<file path="src/rtl/mcfvs_pkg.sv">
// Package with shared types, constants and helpers of the MIDI channel filter and velocity scaler.
package mcfvs_pkg;

  localparam int NumChannels = 16;
  localparam int ChanW       = 4;
  localparam int CfgW        = 16;
  localparam int GainW       = 12;
  localparam int AccW        = 33;
  localparam int MulAW       = 26;
  localparam int MulBW       = 22;
  localparam int MulPW       = MulAW + MulBW;

  localparam logic [3:0] CmdNoteOff = 4'h8;
  localparam logic [3:0] CmdNoteOn  = 4'h9;
  localparam logic [3:0] CmdCc      = 4'hB;

  localparam logic [6:0] CcVolume     = 7'd7;
  localparam logic [6:0] CcExpression = 7'd11;
  localparam logic [6:0] VelMax       = 7'd127;
  localparam logic [6:0] VelMin       = 7'd1;

  localparam logic [CfgW-1:0]  MaskReset  = 16'hFFFF;
  localparam logic [GainW-1:0] GainReset  = 12'd256;

  // Reciprocal of 127 * 127 scaled by 2^35; exact for dividends below 2^21.
  localparam logic [MulBW-1:0] RecipMul   = 22'd2130309;
  // Dividends at or above 128 * 16129 always saturate to the top velocity.
  localparam logic [24:0]      SatLimit   = 25'd2064512;

  typedef enum logic [1:0] {
    CFG_CHANNEL_MASK = 2'd0,
    CFG_APPLY_VOLUME = 2'd1,
    CFG_GAIN         = 2'd2
  } cfg_idx_t;

  typedef enum logic [2:0] {
    ST_IDLE,
    ST_GAIN,
    ST_VOL,
    ST_EXPR,
    ST_DIV,
    ST_SHIFT,
    ST_FIN
  } state_t;

  typedef enum logic [2:0] {
    STEP_NONE,
    STEP_GAIN,
    STEP_VOL,
    STEP_EXPR,
    STEP_DIV,
    STEP_SHIFT
  } step_t;

  typedef struct packed {
    logic [7:0] status;
    logic [6:0] data1;
    logic [6:0] data2;
  } in_item_t;

  typedef struct packed {
    logic       forwarded;
    logic [7:0] out_status;
    logic [6:0] out_data1;
    logic [6:0] out_data2;
    logic       key_down;
    logic       key_up;
  } out_item_t;

  typedef struct packed {
    logic  capture;
    step_t step;
    logic  load_out;
  } dp_cmd_t;

  typedef struct packed {
    logic scale;
    logic use_vol;
  } dp_stat_t;

  function automatic logic [6:0] sat_vel(input logic [10:0] v);
    logic [6:0] r;
    if (v > 11'(VelMax)) begin
      r = VelMax;
    end else if (v == 11'd0) begin
      r = VelMin;
    end else begin
      r = v[6:0];
    end
    return r;
  endfunction

endpackage

</file>
<file path="src/rtl/midi_channel_filter_velocity_scaler_unit.sv">
// Top level of the MIDI channel filter and velocity scaler.
//
// One MIDI channel message enters per in_data transaction and exactly one
// result leaves per out_data transaction, in the same order.
// Control changes 7 and 11 update the channel's volume and expression even
// when the channel is muted; a muted channel gives forwarded low.
// A forwarded note-on with nonzero velocity is scaled on a shared multiplier
// by gain, and by volume and expression if enabled, then clamped to 1..127.
// From acceptance, a message that is not scaled goes straight to the finish
// state; a note-on with volume scaling off passes through the gain and shift
// states, and with volume scaling on through the gain, volume, expression and
// reciprocal divide steps on the shared multiplier. A new message is taken in
// the cycle after the previous result is loaded; the block takes no new
// message before it is through with the last one.
// The result sits in an output register; while the receiver stalls, the
// block finishes the next message and waits with it in its finish state.
// Configuration is written via cfg_we, cfg_index and cfg_wdata, by the user
// only while idle (the block does not enforce it). Synchronous reset restores
// mask all ones, volume scaling on, unity gain, volumes and expressions 127.
module midi_channel_filter_velocity_scaler_unit (
  input  logic                 clk,
  input  logic                 rst_n,
  input  logic                 in_valid,
  output logic                 in_ready,
  input  mcfvs_pkg::in_item_t  in_data,
  output logic                 out_valid,
  input  logic                 out_ready,
  output mcfvs_pkg::out_item_t out_data,
  input  logic                 cfg_we,
  input  logic [1:0]           cfg_index,
  input  logic [15:0]          cfg_wdata
);
  import mcfvs_pkg::*;

  dp_cmd_t  cmd;
  dp_stat_t stat;

  mcfvs_ctrl u_ctrl (
    .clk       (clk),
    .rst_n     (rst_n),
    .in_valid  (in_valid),
    .in_ready  (in_ready),
    .out_valid (out_valid),
    .out_ready (out_ready),
    .stat      (stat),
    .cmd       (cmd)
  );

  mcfvs_dp u_dp (
    .clk       (clk),
    .rst_n     (rst_n),
    .in_data   (in_data),
    .cfg_we    (cfg_we),
    .cfg_index (cfg_index),
    .cfg_wdata (cfg_wdata),
    .cmd       (cmd),
    .stat      (stat),
    .out_data  (out_data)
  );

endmodule

</file>
<file path="src/rtl/mcfvs_dp.sv">
// Datapath: configuration, channel tables, shared multiplier and the result register.
module mcfvs_dp (
  input  logic                clk,
  input  logic                rst_n,
  input  mcfvs_pkg::in_item_t in_data,
  input  logic                cfg_we,
  input  logic [1:0]          cfg_index,
  input  logic [15:0]         cfg_wdata,
  input  mcfvs_pkg::dp_cmd_t  cmd,
  output mcfvs_pkg::dp_stat_t stat,
  output mcfvs_pkg::out_item_t out_data
);
  import mcfvs_pkg::*;

  logic [CfgW-1:0]  mask_r;
  logic             apply_vol_r;
  logic [GainW-1:0] gain_r;
  logic [6:0]       vol_r  [NumChannels];
  logic [6:0]       expr_r [NumChannels];
  in_item_t         item_r;
  logic             fwd_r;
  logic             scale_r;
  logic [AccW-1:0]  acc_r;
  logic [6:0]       vel_r;
  out_item_t        out_r;

  logic [ChanW-1:0] in_ch;
  logic [3:0]       in_cmd;
  logic             in_fwd;
  logic             in_scale;
  logic [ChanW-1:0] ch_r;
  logic [MulAW-1:0] mul_a;
  logic [MulBW-1:0] mul_b;
  logic [MulPW-1:0] mul_p;
  logic             div_big;
  logic [6:0]       div_q;

  assign in_ch    = in_data.status[3:0];
  assign in_cmd   = in_data.status[7:4];
  assign in_fwd   = mask_r[in_ch];
  assign in_scale = in_fwd && (in_cmd == CmdNoteOn) && (in_data.data2 != 7'd0);
  assign ch_r     = item_r.status[3:0];

  assign stat.scale   = in_scale;
  assign stat.use_vol = apply_vol_r;

  always_ff @(posedge clk) begin
    if (!rst_n) begin
      mask_r      <= MaskReset;
      apply_vol_r <= 1'b1;
      gain_r      <= GainReset;
    end else if (cfg_we) begin
      unique case (cfg_index)
        CFG_CHANNEL_MASK: mask_r      <= cfg_wdata;
        CFG_APPLY_VOLUME: apply_vol_r <= cfg_wdata[0];
        CFG_GAIN:         gain_r      <= cfg_wdata[GainW-1:0];
        default: ;
      endcase
    end
  end

  always_ff @(posedge clk) begin
    if (!rst_n) begin
      for (int i = 0; i < NumChannels; i++) begin
        vol_r[i]  <= VelMax;
        expr_r[i] <= VelMax;
      end
    end else if (cmd.capture && (in_cmd == CmdCc)) begin
      if (in_data.data1 == CcVolume) begin
        vol_r[in_ch] <= in_data.data2;
      end
      if (in_data.data1 == CcExpression) begin
        expr_r[in_ch] <= in_data.data2;
      end
    end
  end

  always_comb begin
    unique case (cmd.step)
      STEP_GAIN: begin
        mul_a = {19'd0, item_r.data2};
        mul_b = {10'd0, gain_r};
      end
      STEP_VOL: begin
        mul_a = acc_r[MulAW-1:0];
        mul_b = {15'd0, vol_r[ch_r]};
      end
      STEP_EXPR: begin
        mul_a = acc_r[MulAW-1:0];
        mul_b = {15'd0, expr_r[ch_r]};
      end
      STEP_DIV: begin
        mul_a = {5'd0, acc_r[28:8]};
        mul_b = RecipMul;
      end
      default: begin
        mul_a = '0;
        mul_b = '0;
      end
    endcase
  end

  assign mul_p   = MulPW'(mul_a) * MulPW'(mul_b);
  assign div_big = acc_r[32:8] >= SatLimit;
  assign div_q   = mul_p[41:35];

  always_ff @(posedge clk) begin
    if (cmd.capture) begin
      item_r  <= in_data;
      fwd_r   <= in_fwd;
      scale_r <= in_scale;
    end
    unique case (cmd.step)
      STEP_GAIN, STEP_VOL, STEP_EXPR: acc_r <= mul_p[AccW-1:0];
      STEP_DIV:   vel_r <= sat_vel(div_big ? 11'(VelMax) : {4'd0, div_q});
      STEP_SHIFT: vel_r <= sat_vel(acc_r[18:8]);
      default: ;
    endcase
    if (cmd.load_out) begin
      out_r.forwarded  <= fwd_r;
      out_r.out_status <= item_r.status;
      out_r.out_data1  <= item_r.data1;
      out_r.out_data2  <= scale_r ? vel_r : item_r.data2;
      out_r.key_down   <= scale_r;
      out_r.key_up     <= fwd_r && (item_r.status[7:4] == CmdNoteOff);
    end
  end

  assign out_data = out_r;

  a_vel_nonzero: assert property (@(posedge clk) disable iff (!rst_n)
    $past(cmd.step == STEP_DIV) |-> (vel_r != 7'd0))
    else $error("scaled velocity fell below one");

  a_key_exclusive: assert property (@(posedge clk) disable iff (!rst_n)
    $past(cmd.load_out) |-> !(out_r.key_down && out_r.key_up))
    else $error("key_down and key_up raised together");

  a_key_needs_fwd: assert property (@(posedge clk) disable iff (!rst_n)
    $past(cmd.load_out) && (out_r.key_down || out_r.key_up) |-> out_r.forwarded)
    else $error("key event on a muted channel");

endmodule

</file>
<file path="src/rtl/mcfvs_ctrl.sv">
// Controller state machine that sequences the datapath and owns the result valid flag.
module mcfvs_ctrl (
  input  logic                clk,
  input  logic                rst_n,
  input  logic                in_valid,
  output logic                in_ready,
  output logic                out_valid,
  input  logic                out_ready,
  input  mcfvs_pkg::dp_stat_t stat,
  output mcfvs_pkg::dp_cmd_t  cmd
);
  import mcfvs_pkg::*;

  state_t state_r, state_nxt;
  logic   out_valid_r, out_valid_nxt;
  logic   slot_free;

  assign slot_free = !out_valid_r || out_ready;

  always_comb begin
    state_nxt = state_r;
    unique case (state_r)
      ST_IDLE: begin
        if (in_valid) begin
          state_nxt = stat.scale ? ST_GAIN : ST_FIN;
        end
      end
      ST_GAIN:  state_nxt = stat.use_vol ? ST_VOL : ST_SHIFT;
      ST_VOL:   state_nxt = ST_EXPR;
      ST_EXPR:  state_nxt = ST_DIV;
      ST_DIV:   state_nxt = ST_FIN;
      ST_SHIFT: state_nxt = ST_FIN;
      ST_FIN: begin
        if (slot_free) begin
          state_nxt = ST_IDLE;
        end
      end
      default:  state_nxt = ST_IDLE;
    endcase
  end

  always_comb begin
    in_ready     = 1'b0;
    cmd.capture  = 1'b0;
    cmd.step     = STEP_NONE;
    cmd.load_out = 1'b0;
    unique case (state_r)
      ST_IDLE: begin
        in_ready    = 1'b1;
        cmd.capture = in_valid;
      end
      ST_GAIN:  cmd.step = STEP_GAIN;
      ST_VOL:   cmd.step = STEP_VOL;
      ST_EXPR:  cmd.step = STEP_EXPR;
      ST_DIV:   cmd.step = STEP_DIV;
      ST_SHIFT: cmd.step = STEP_SHIFT;
      ST_FIN:   cmd.load_out = slot_free;
      default: ;
    endcase
  end

  always_comb begin
    if (cmd.load_out) begin
      out_valid_nxt = 1'b1;
    end else if (out_ready) begin
      out_valid_nxt = 1'b0;
    end else begin
      out_valid_nxt = out_valid_r;
    end
  end

  always_ff @(posedge clk) begin
    if (!rst_n) begin
      state_r     <= ST_IDLE;
      out_valid_r <= 1'b0;
    end else begin
      state_r     <= state_nxt;
      out_valid_r <= out_valid_nxt;
    end
  end

  assign out_valid = out_valid_r;

  a_load_slot_free: assert property (@(posedge clk) disable iff (!rst_n)
    cmd.load_out |-> (!out_valid_r || out_ready))
    else $error("result register overwritten while still held");

  a_accept_goes_busy: assert property (@(posedge clk) disable iff (!rst_n)
    (in_valid && in_ready) |=> (state_r != ST_IDLE))
    else $error("controller stayed idle after a transaction");

  a_expr_then_div: assert property (@(posedge clk) disable iff (!rst_n)
    (state_r == ST_EXPR) |=> (state_r == ST_DIV))
    else $error("expression product not followed by the divide step");

  a_valid_from_fin: assert property (@(posedge clk) disable iff (!rst_n)
    $rose(out_valid_r) |-> $past(state_r == ST_FIN))
    else $error("result became valid outside the finish state");

endmodule

</file>
<file path="config.mk">
export PLATFORM = sky130hd
export DESIGN_NAME = midi_channel_filter_velocity_scaler_unit
export DESIGN_NICKNAME = d
export VERILOG_FILES = /design/src/rtl/mcfvs_pkg.sv /design/src/rtl/midi_channel_filter_velocity_scaler_unit.sv /design/src/rtl/mcfvs_dp.sv /design/src/rtl/mcfvs_ctrl.sv
export SDC_FILE = /design/constraint.sdc
export NUM_CORES = 1
export LEC_CHECK = 0
export BUFFER_PORTS_ARGS = -buffer_cell sky130_fd_sc_hd__buf_2
export CAP_MARGIN = 40
export CORE_MARGIN = 4
export CORE_UTILIZATION = 46
export DETAILED_ROUTE_END_ITERATION = 8
export GPL_TIMING_DRIVEN = 1
export PLACE_DENSITY = 0.59
export RECOVER_POWER = 100
export SYNTH_ARGS = -nofsm -noshare
export SYNTH_HDL_FRONTEND = slang
export SYNTH_HIERARCHICAL = 1
export SYNTH_SLANG_ARGS = --single-unit
</file>
<file path="constraint.sdc">
create_clock -name clk -period 9.4 [get_ports clk]
set_input_delay 1.41 -clock clk [delete_from_list [all_inputs] [get_ports clk]]
set_output_delay 1.41 -clock clk [all_outputs]
set_load 0.01 [all_outputs]
</file>
==> results of run 1 <==
layer usage:
layer / track usage (%) / wire length [um]
met1: 29.02 / 28630
met2: 39.01 / 34890
met3: 2.123 / 3055
met4: 4.445 / 1379
met5: 0 / 0
sequential cells by signal, indices dropped and copies added, names as in the netlist, named ones only:
register          count
u_ctrl/out_valid      1
u_ctrl/state_r        3
u_dp/acc_r           33
u_dp/apply_vol_r      1
u_dp/ch_r             4
u_dp/expr_r         112
u_dp/fwd_r            1
u_dp/gain_r          12
u_dp/item_r          18
u_dp/mask_r          16
u_dp/out_data        25
u_dp/scale_r          1
u_dp/vel_r            7
u_dp/vol_r          112
worst max path at each step:
| stage | slack, ns | depth (start not counted) | start | to |
|---|---|---|---|---|
| global placement | 0.32 | 34 | u_ctrl/state_r[1] | u_dp/vel_r[0] |
| global route | -0.02 | 28 | register | u_dp/vel_r[0] |
| detailed placement | 0.23 | 34 | u_ctrl/state_r[1] | u_dp/vel_r[0] |
| finish | 0.33 | 28 | register | u_dp/vel_r[0] |
| floorplan | 0.95 | 34 | u_ctrl/state_r[1] | u_dp/vel_r[0] |
| CTS | 0.22 | 33 | u_ctrl/state_r[1] | u_dp/vel_r[0] |
cell type report:
cell class	count	area, um^2
Clock inverter	17	158.9
Inverter	335	1257
Clock buffer	50	1027
Multi-Input combinational cell	1676	15800
Timing Repair Buffer	122	679.4
Tap cell	773	967.2
Fill cell	5321	28990
Sequential cell	350	10150
kinds of logic (layout without fill, tap and decap cells):
| family | Yosys count | after routing | synth area share, % |
|---|---|---|---|
| other cells | 2 | 72 | 0.02741 |
| fa+ha+maj | 465 | 465 | 28.78 |
| mux | 94 | 94 | 6.943 |
| flops | 350 | 350 | 37.01 |
| compound gates | 193 | 193 | 4.590 |
| xor+xnor | 39 | 39 | 1.247 |
| simple gates | 813 | 813 | 14.88 |
| buf+inv | 449 | 524 | 6.527 |
layout by cell type (no fill, tap or decap), drive strengths merged, types with 42 or more instances in the layout:
cell type | Yosys | layout
buf | 32 | 63
inv | 335 | 336
clkbuf | 82 | 109
edfxtp | 313 | 313
a21oi | 50 | 50
and3 | 52 | 52
nand2b | 42 | 42
nor2 | 95 | 95
or2 | 163 | 163
fa | 275 | 275
mux4 | 75 | 75
nand2 | 300 | 300
ha | 190 | 190
conb | 2 | 72
or3 | 46 | 46
worst register-to-register path: cells and delay by family (launching register included):
family | cells | cell delay, ns
adder cells (fa/ha/maj) | 8 | 3.84
AND/OR/NAND/NOR | 8 | 1.48
multiplexers | 3 | 1.42
AO/OA/AOI/OAI | 3 | 0.75
buffers and inverters | 5 | 0.65
flip-flops | 1 | 0.46
XOR/XNOR | 1 | 0.24
metrics by stage:
step           util, %   TNS, ns  hold slack [ns]
2_1_floorplan        -         0           0.4003
3_3_place_gp     48.88         0           0.4022
3_5_place_dp     48.94         0           0.4045
4_1_cts          50.95         0           0.4183
5_1_grt          50.89  -0.02287           0.4209
6_report         50.89         0           0.4169
repair_timing:
| action | CTS | global route |
|---|---|---|
| gates resized for setup | 0 | 16 |
| buffers inserted | 0 | 0 |
| setup endpoints to repair | 0 | 7 |
| hold buffers | 0 | 0 |
==> run metrics, run 1 <==
Avg Inst Size Synth between 10 and 15 um^2; CTS Buf Count 38; critical path startpoint category register; vias in the first global route roughly 19000; Max Slew Vio Count approximately 380; first-iteration detailed-routing DRC count ~1200; most frequent CP cell fa_1; maximum clock rate around 110 MHz; Die Area roughly 0.064 mm^2; overflow left after global routing 0; Final nets a little over 3000; Critical Path End Type register; top cells by instance count after synthesis inv_1, edfxtp_1, nand2_1; Skew-Pair Late Insertion Delay 0.53 ns; CTS clk-pin slew, worst paths roughly 0.060 ns; Initial Utilization a little under half; worst-margin pin slew roughly 3 ns; Top FF cell, synth edfxtp_1; crit path buf inv count 5; Buffers on Ports between 70 and 80; diodes inserted 0; total of max-cap violations 10; CTS tree built; Top Ports 72; DRC violations left 0; final worst path period share between 90% and 100%; Die Wd about 250 um; layout cells sized above 1 between 15 and 20%; worst endpoint required time 9.68 ns; antenna violations before repair 0; crit path kind reg -> reg; Final Cell Area about 0.030 mm^2; Synth async-reset ratio 0%; Synthesis Warnings 6; Final min period a little over 9 ns; Site Rows 89; final setup vio count 0; first-pass iteration count of the detailed router 5; top post-synthesis cells by area edfxtp_1, fa_1, ha_1; mapped cell area around 0.027 mm^2; Post-synth EDFFs 313; area share of the largest cell type after synthesis between 30% and 40%; Vias between 15000 and 20000; worst hold path startpoint u_dp/item_r[13]; Min-Delay Endpoint u_dp/out_data[15]; clk_skew about 0.0091 ns; post-place setup slack around 0.23 ns; Worst EP arrival between 9 and 10 ns; global-route wire length before repair 108.8 mm; GRT Util Overall a little over a fifth; Final GP Congestion 0.9090; post-DP HPWL 52.98 mm; vias per cell 5.427; number of synthesized register bits 350; final hold violations 0; Die Ht roughly 250 um; setup ws final 0.3311 ns; Final Non-Filler Cells 3323; placed cells roughly 3300; H-tree depth 2; Gate Count Post-Synth 2405; largest net degree at the start of global routing 66; top-count cell post-synth inv_1; Critical R2R Capture u_dp/vel_r[0]; clk sinks between 300 and 400; CTS Buffer Depth 3; top cell type by total area after synthesis edfxtp_1; WHS Path Cells 0; post-route ant nets 0; CP max stage delay roughly 0.6 ns; post-synthesis sequential area ratio 37.01%; CTS root buf clkbuf_16; Area after DPL 0.02889 mm^2; Routed WL 67.96 mm; CP max FO 28; Synth cell types just under 70; Reg2Reg Depth 28; Slowest cell on crit path mux4_2; reg-to-reg slack, setup 0.33 ns; crit-path leading delay family adder cells; Slew HR -102.9%; drt wl/cell 20.45 um; Core Area 0.05902 mm^2; status finished with violations; failing checks max-capacitance violations, max-slew violations; type of the most critical hold path reg -> reg; area delta synth->final 9.633%
Power of run 1 is not shown: default switching activity piles up to over one toggle a cycle in this logic, so the estimate is an artifact.
==> inputs of run 2 (changes only) <==
--- a/config.mk
+++ b/config.mk
@@ -7,7 +7,7 @@
 export LEC_CHECK = 0
 export BUFFER_PORTS_ARGS = -buffer_cell sky130_fd_sc_hd__buf_2
 export CAP_MARGIN = 40
-export CORE_MARGIN = 4
+export CORE_MARGIN = 5
 export CORE_UTILIZATION = 46
 export DETAILED_ROUTE_END_ITERATION = 8
 export GPL_TIMING_DRIVEN = 1
==> run metrics, run 2 (synthesis gave the netlist of run 1 again) <==
commonest cells after routing, fill and taps aside inv_1, edfxtp_1, nand2_1; Skew-Pair Late Insertion Delay 0.53 ns (about the same); reg-to-reg slack, setup 0.47 ns (+0.14 ns); final hold violations 0 (unchanged); most frequent CP cell fa_1; Die Ht 254.0 um (+0.79%); Top Ports 72 (unchanged); clk sinks 350 (unchanged); clk_skew 0.01596 ns (+0.006896 ns); DRC violations left 0 (unchanged); Buffers on Ports 71 (unchanged); worst-margin pin slew 3.134 ns (+0.09047 ns); Core Area 0.05902 mm^2 (unchanged); Final GP Congestion 0.9275 (+2.0%); RSZ-0062 raised after global routing no; Routed WL 68.92 mm (+1.4%); Final min period 8.930 ns (-0.1392 ns); Initial Utilization 46.42% (unchanged); Final nets 3041 (+0.26%); CTS Buf Count 38 (unchanged); WHS Path Cells 0 (unchanged); Vias 17990 (-0.23%); met3 routed wirelength 3.690 mm (+21%); overflow left after global routing 0 (unchanged); Max Slew Vio Count 375 (unchanged); hold buffers post-CTS 0 (unchanged); post-DP HPWL 53.33 mm (+0.68%); vias per cell 5.397 (-0.56%); area delta synth->final 9.605% (about the same); fin util 50.87% (about the same); total of max-cap violations 10 (unchanged); Die Wd 254.0 um (+0.79%); status finished with violations; Slew HR -108.9% (-6.0 points); vias in the first global route 19280 (+0.51%); layout cells sized above 1 15.63% (+0.33 points); first-iteration detailed-routing DRC count 1091 (-5.4%); Slowest cell on crit path fa_1; first-pass iteration count of the detailed router 5 (unchanged); Min-Delay Endpoint u_dp/out_data[10]; final worst path period share 95.00% (-1.5 points); WHS 0.4174 ns (+0.0004880 ns); CP max stage delay 0.57 ns (-0.02 ns); largest registers u_dp/expr_r x112, u_dp/vol_r x112, u_dp/acc_r x33; wire length on met2 35.53 mm (+1.8%); final setup vio count 0 (unchanged); Reg2Reg Depth 29 (+3.6%); CTS root buf clkbuf_16; maximum clock rate 112.0 MHz (+1.6%); CP max FO 26 (-7.1%); crit path kind reg -> reg; global-route wire length before repair 109.4 mm (+0.50%); Die Area 0.06453 mm^2 (+1.6%); Critical R2R Capture u_dp/vel_r[0]; CTS Buffer Depth 3 (unchanged); drt wl/cell 20.67 um (+1.1%); post-route ant nets 0 (unchanged); failing checks max-capacitance violations, max-slew violations; worst hold path startpoint u_dp/item_r[8]; CTS tree built; critical path startpoint category register; Critical Path End Type register; Worst EP arrival 9.22 ns (-0.13 ns); worst endpoint required time 9.69 ns (about the same); antenna violations before repair 2 (+2); Site Rows 89 (unchanged); setup ws final 0.4702 ns (+0.1392 ns); commonest non-fill, non-tap cell in the layout inv_1; highest metal used met5; largest net degree at the start of global routing 66 (unchanged); post-route setup TNS 0 ns (unchanged); Post-Route M1 WL 27.70 mm (-3.3%); CTS clk-pin slew, worst paths 0.06 ns (about the same); post-place setup slack 0.3605 ns (+0.1355 ns); H-tree depth 2 (unchanged); type of the most critical hold path reg -> reg; GRT Util Overall 21.79% (+0.048 points)
run 2: timing repair:
item,CTS,global route
endpoints found under the setup margin,0,4
buffers inserted,0,5
resized for setup,0,8
run 2: area by class of cell:
type	instances	area [um^2]
fillers	5176	28990
multi-input cells	1676	15750
flip-flops and latches	350	10150
inverters	335	1257
clock buffers	57	1064
well taps	773	967.2
repair buffers	130	774.5
clock inverters	12	65.06
diodes	1	2.502
run 2: worst max-delay path, delay by kind of cell, from the launching register on:
kind,cells,cell delay [ns]
AOI/OAI and AO/OA,3,0.59
xor gates and xnor gates,1,0.20
adders and majority gates,8,3.93
buffers and inverters,6,0.81
DFF,1,0.45
muxes,3,1.29
and+or+nand+nor,8,1.40
run 2: worst max path at each step:
stage | from | endpoint | slack, ns | depth (start not counted)
2_1_floorplan | u_ctrl/state_r[1] | u_dp/vel_r[0] | 0.95 | 34
3_3_place_gp | register | u_dp/vel_r[0] | 0.34 | 29
3_5_place_dp | register | u_dp/vel_r[0] | 0.36 | 32
4_1_cts | register | u_dp/vel_r[0] | 0.31 | 32
5_1_grt | register | u_dp/vel_r[0] | 0.004 | 29
6_report | register | u_dp/vel_r[0] | 0.47 | 29
run 2: routing by layer:
| metal | vias to the layer above | track usage [%] |
|---|---|---|
| met3 | 111 | 2.907 |
| met5 | - | 0 |
| met1 | 9145 | 28.06 |
| li1 | 8230 | - |
| met4 | 2 | 5.907 |
| met2 | 504 | 38.95 |
run 2: stage by stage:
step           cell area (um^2)  instances
3_5_place_dp              28930       3258
2_1_floorplan             27660       2475
4_1_cts                   30050       3327
6_report                  30030       3334
5_1_grt                   30020       3333
3_3_place_gp              28870       3251
Power of run 2 is left out for the same reason.
==> inputs of run 3 (changes only) <==
==> constraint.sdc (replaced) <==
create_clock -name clk -period 9.4 [get_ports clk]
set_input_delay 1.41 -clock clk [delete_from_list [all_inputs] [get_ports clk]]
set_output_delay 1.41 -clock clk [all_outputs]
set_load 0.1 [all_outputs]
==> run metrics, run 3 (synthesis gave the netlist of run 1 again) <==
largest registers u_dp/expr_r x112, u_dp/vol_r x112, u_dp/acc_r x33; Fill cells 5177 (+0.019%); failing checks max-capacitance violations, max-slew violations; final worst path period share 94.98% (about the same); commonest non-fill, non-tap cell in the layout inv_1; vias in the first global route 19280 (unchanged); Site Rows 89 (unchanged); fin util 50.88% (about the same); Max Slew Vio Count 375 (unchanged); overflow left after global routing 0 (unchanged); Reg2Reg Depth 29 (unchanged); crit path kind reg -> reg; final hold violations 0 (unchanged); maximum clock rate 112.0 MHz (about the same); vias per cell 5.386 (-0.19%); worst endpoint required time 9.69 ns (about the same); first-pass iteration count of the detailed router 5 (unchanged); Vias 17960 (-0.19%); commonest cells after routing, fill and taps aside inv_1, edfxtp_1, nand2_1; global-route wire length before repair 109.4 mm (unchanged); Min-Delay Endpoint u_dp/out_data[10]; drt wl/cell 20.67 um (about the same); GRT Util Overall 21.79% (unchanged); reg-to-reg slack, setup 0.47 ns (about the same); Final GP Congestion 0.9275 (unchanged); Die Ht 254.0 um (unchanged); CTS root buf clkbuf_16; Die Area 0.06453 mm^2 (unchanged); first-iteration detailed-routing DRC count 1091 (unchanged); RSZ-0062 raised after global routing no; WHS Path Cells 0 (unchanged); crit path buf inv count 6 (unchanged); Die Wd 254.0 um (unchanged); Final min period 8.928 ns (-0.002066 ns); post-route ant nets 0 (unchanged); type of the most critical hold path reg -> reg; H-tree depth 2 (unchanged); Final Non-Filler Cells 3334 (unchanged); DRC violations left 0 (unchanged); clk_skew 0.01452 ns (-0.001434 ns); layout cells sized above 1 15.63% (unchanged); Worst EP arrival 9.22 ns (about the same); status finished with violations; largest net degree at the start of global routing 66 (unchanged); CP max stage delay 0.57 ns (about the same); Slew HR -109.0% (about the same); Core Area 0.05902 mm^2 (unchanged); post-place setup slack 0.3605 ns (unchanged); Slowest cell on crit path fa_1; CP max FO 26 (unchanged); CTS tree built; worst-margin pin slew 3.135 ns (+0.001278 ns); antenna violations before repair 2 (unchanged); clk sinks 350 (unchanged); placed cells 3258 (unchanged); Top Ports 72 (unchanged); worst hold path startpoint u_dp/item_r[8]; Critical R2R Capture u_dp/vel_r[0]; Final nets 3041 (unchanged); setup ws final 0.4723 ns (+0.002066 ns); Critical Path End Type register; CTS Buffer Depth 3 (unchanged); Buffers on Ports 71 (unchanged); most frequent CP cell fa_1; Initial Utilization 46.42% (unchanged); CTS Buf Count 38 (unchanged); Skew-Pair Late Insertion Delay 0.53 ns (about the same); Routed WL 68.93 mm (about the same); final setup vio count 0 (unchanged); area delta synth->final 9.619% (about the same); crit-path leading delay family adder cells; post-DP HPWL 53.33 mm (unchanged); total of max-cap violations 10 (unchanged); post-route setup TNS 0 ns (unchanged); CTS clk-pin slew, worst paths 0.06 ns (about the same); critical path startpoint category register
-- run 3: cell types whose count changed in the layout (fill, tap and decap cells not counted), sizes merged --
cell    change
clkbuf      +1
buf         -1
-- run 3: worst max path at each step --
stage	from	to	cells past startpoint
2_1_floorplan	u_ctrl/state_r[1]	u_dp/vel_r[0]	34
3_3_place_gp	register	u_dp/vel_r[0]	29
3_5_place_dp	register	u_dp/vel_r[0]	32
4_1_cts	register	u_dp/vel_r[0]	32
5_1_grt	register	u_dp/vel_r[0]	29
6_report	register	u_dp/vel_r[0]	29
-- run 3: through the flow --
stage | hold slack (ns) | cell area, um^2
after floorplan | 0.4003 | 27660
after global placement | 0.4013 | 28870
after detailed placement | 0.4045 | 28930
after CTS | 0.4177 | 30050
after global routing | 0.4239 | 30030
final | 0.4174 | 30030
-- run 3: worst register-to-register path: cells and delay by family (launching register included) --
kind,cells,cell delay (ns)
mux,3,1.29
xor+xnor,1,0.20
compound gates,3,0.59
buf+inv,6,0.82
simple gates,8,1.42
fa+ha+maj,8,3.92
flops,1,0.45
-- run 3: metal layers --
metal	up-vias	global-route usage (%)	wire (um)
met5	-	0	14
met4	2	5.907	1954
met3	109	2.907	3720
met2	493	38.95	35560
met1	9122	28.06	27680
li1	8231	-	-
-- run 3: final cells by class --
type                            count  area, um^2  area share, %
Antenna cell                        1       2.502       0.008333
Clock buffer                       57        1064          3.542
Clock inverter                     12       65.06         0.2167
Inverter                          335        1257          4.188
Multi-Input combinational cell   1676       15750          52.46
Sequential cell                   350       10150          33.79
Tap cell                          773       967.2          3.221
Timing Repair Buffer              130       773.2          2.575
-- run 3: what timing repair did --
| action | CTS | global route |
|---|---|---|
| setup buffers | 0 | 5 |
| gates resized for setup | 0 | 8 |
| hold buffers | 0 | 0 |
| setup endpoints to repair | 0 | 4 |
Power of run 3 is left out for the same reason.
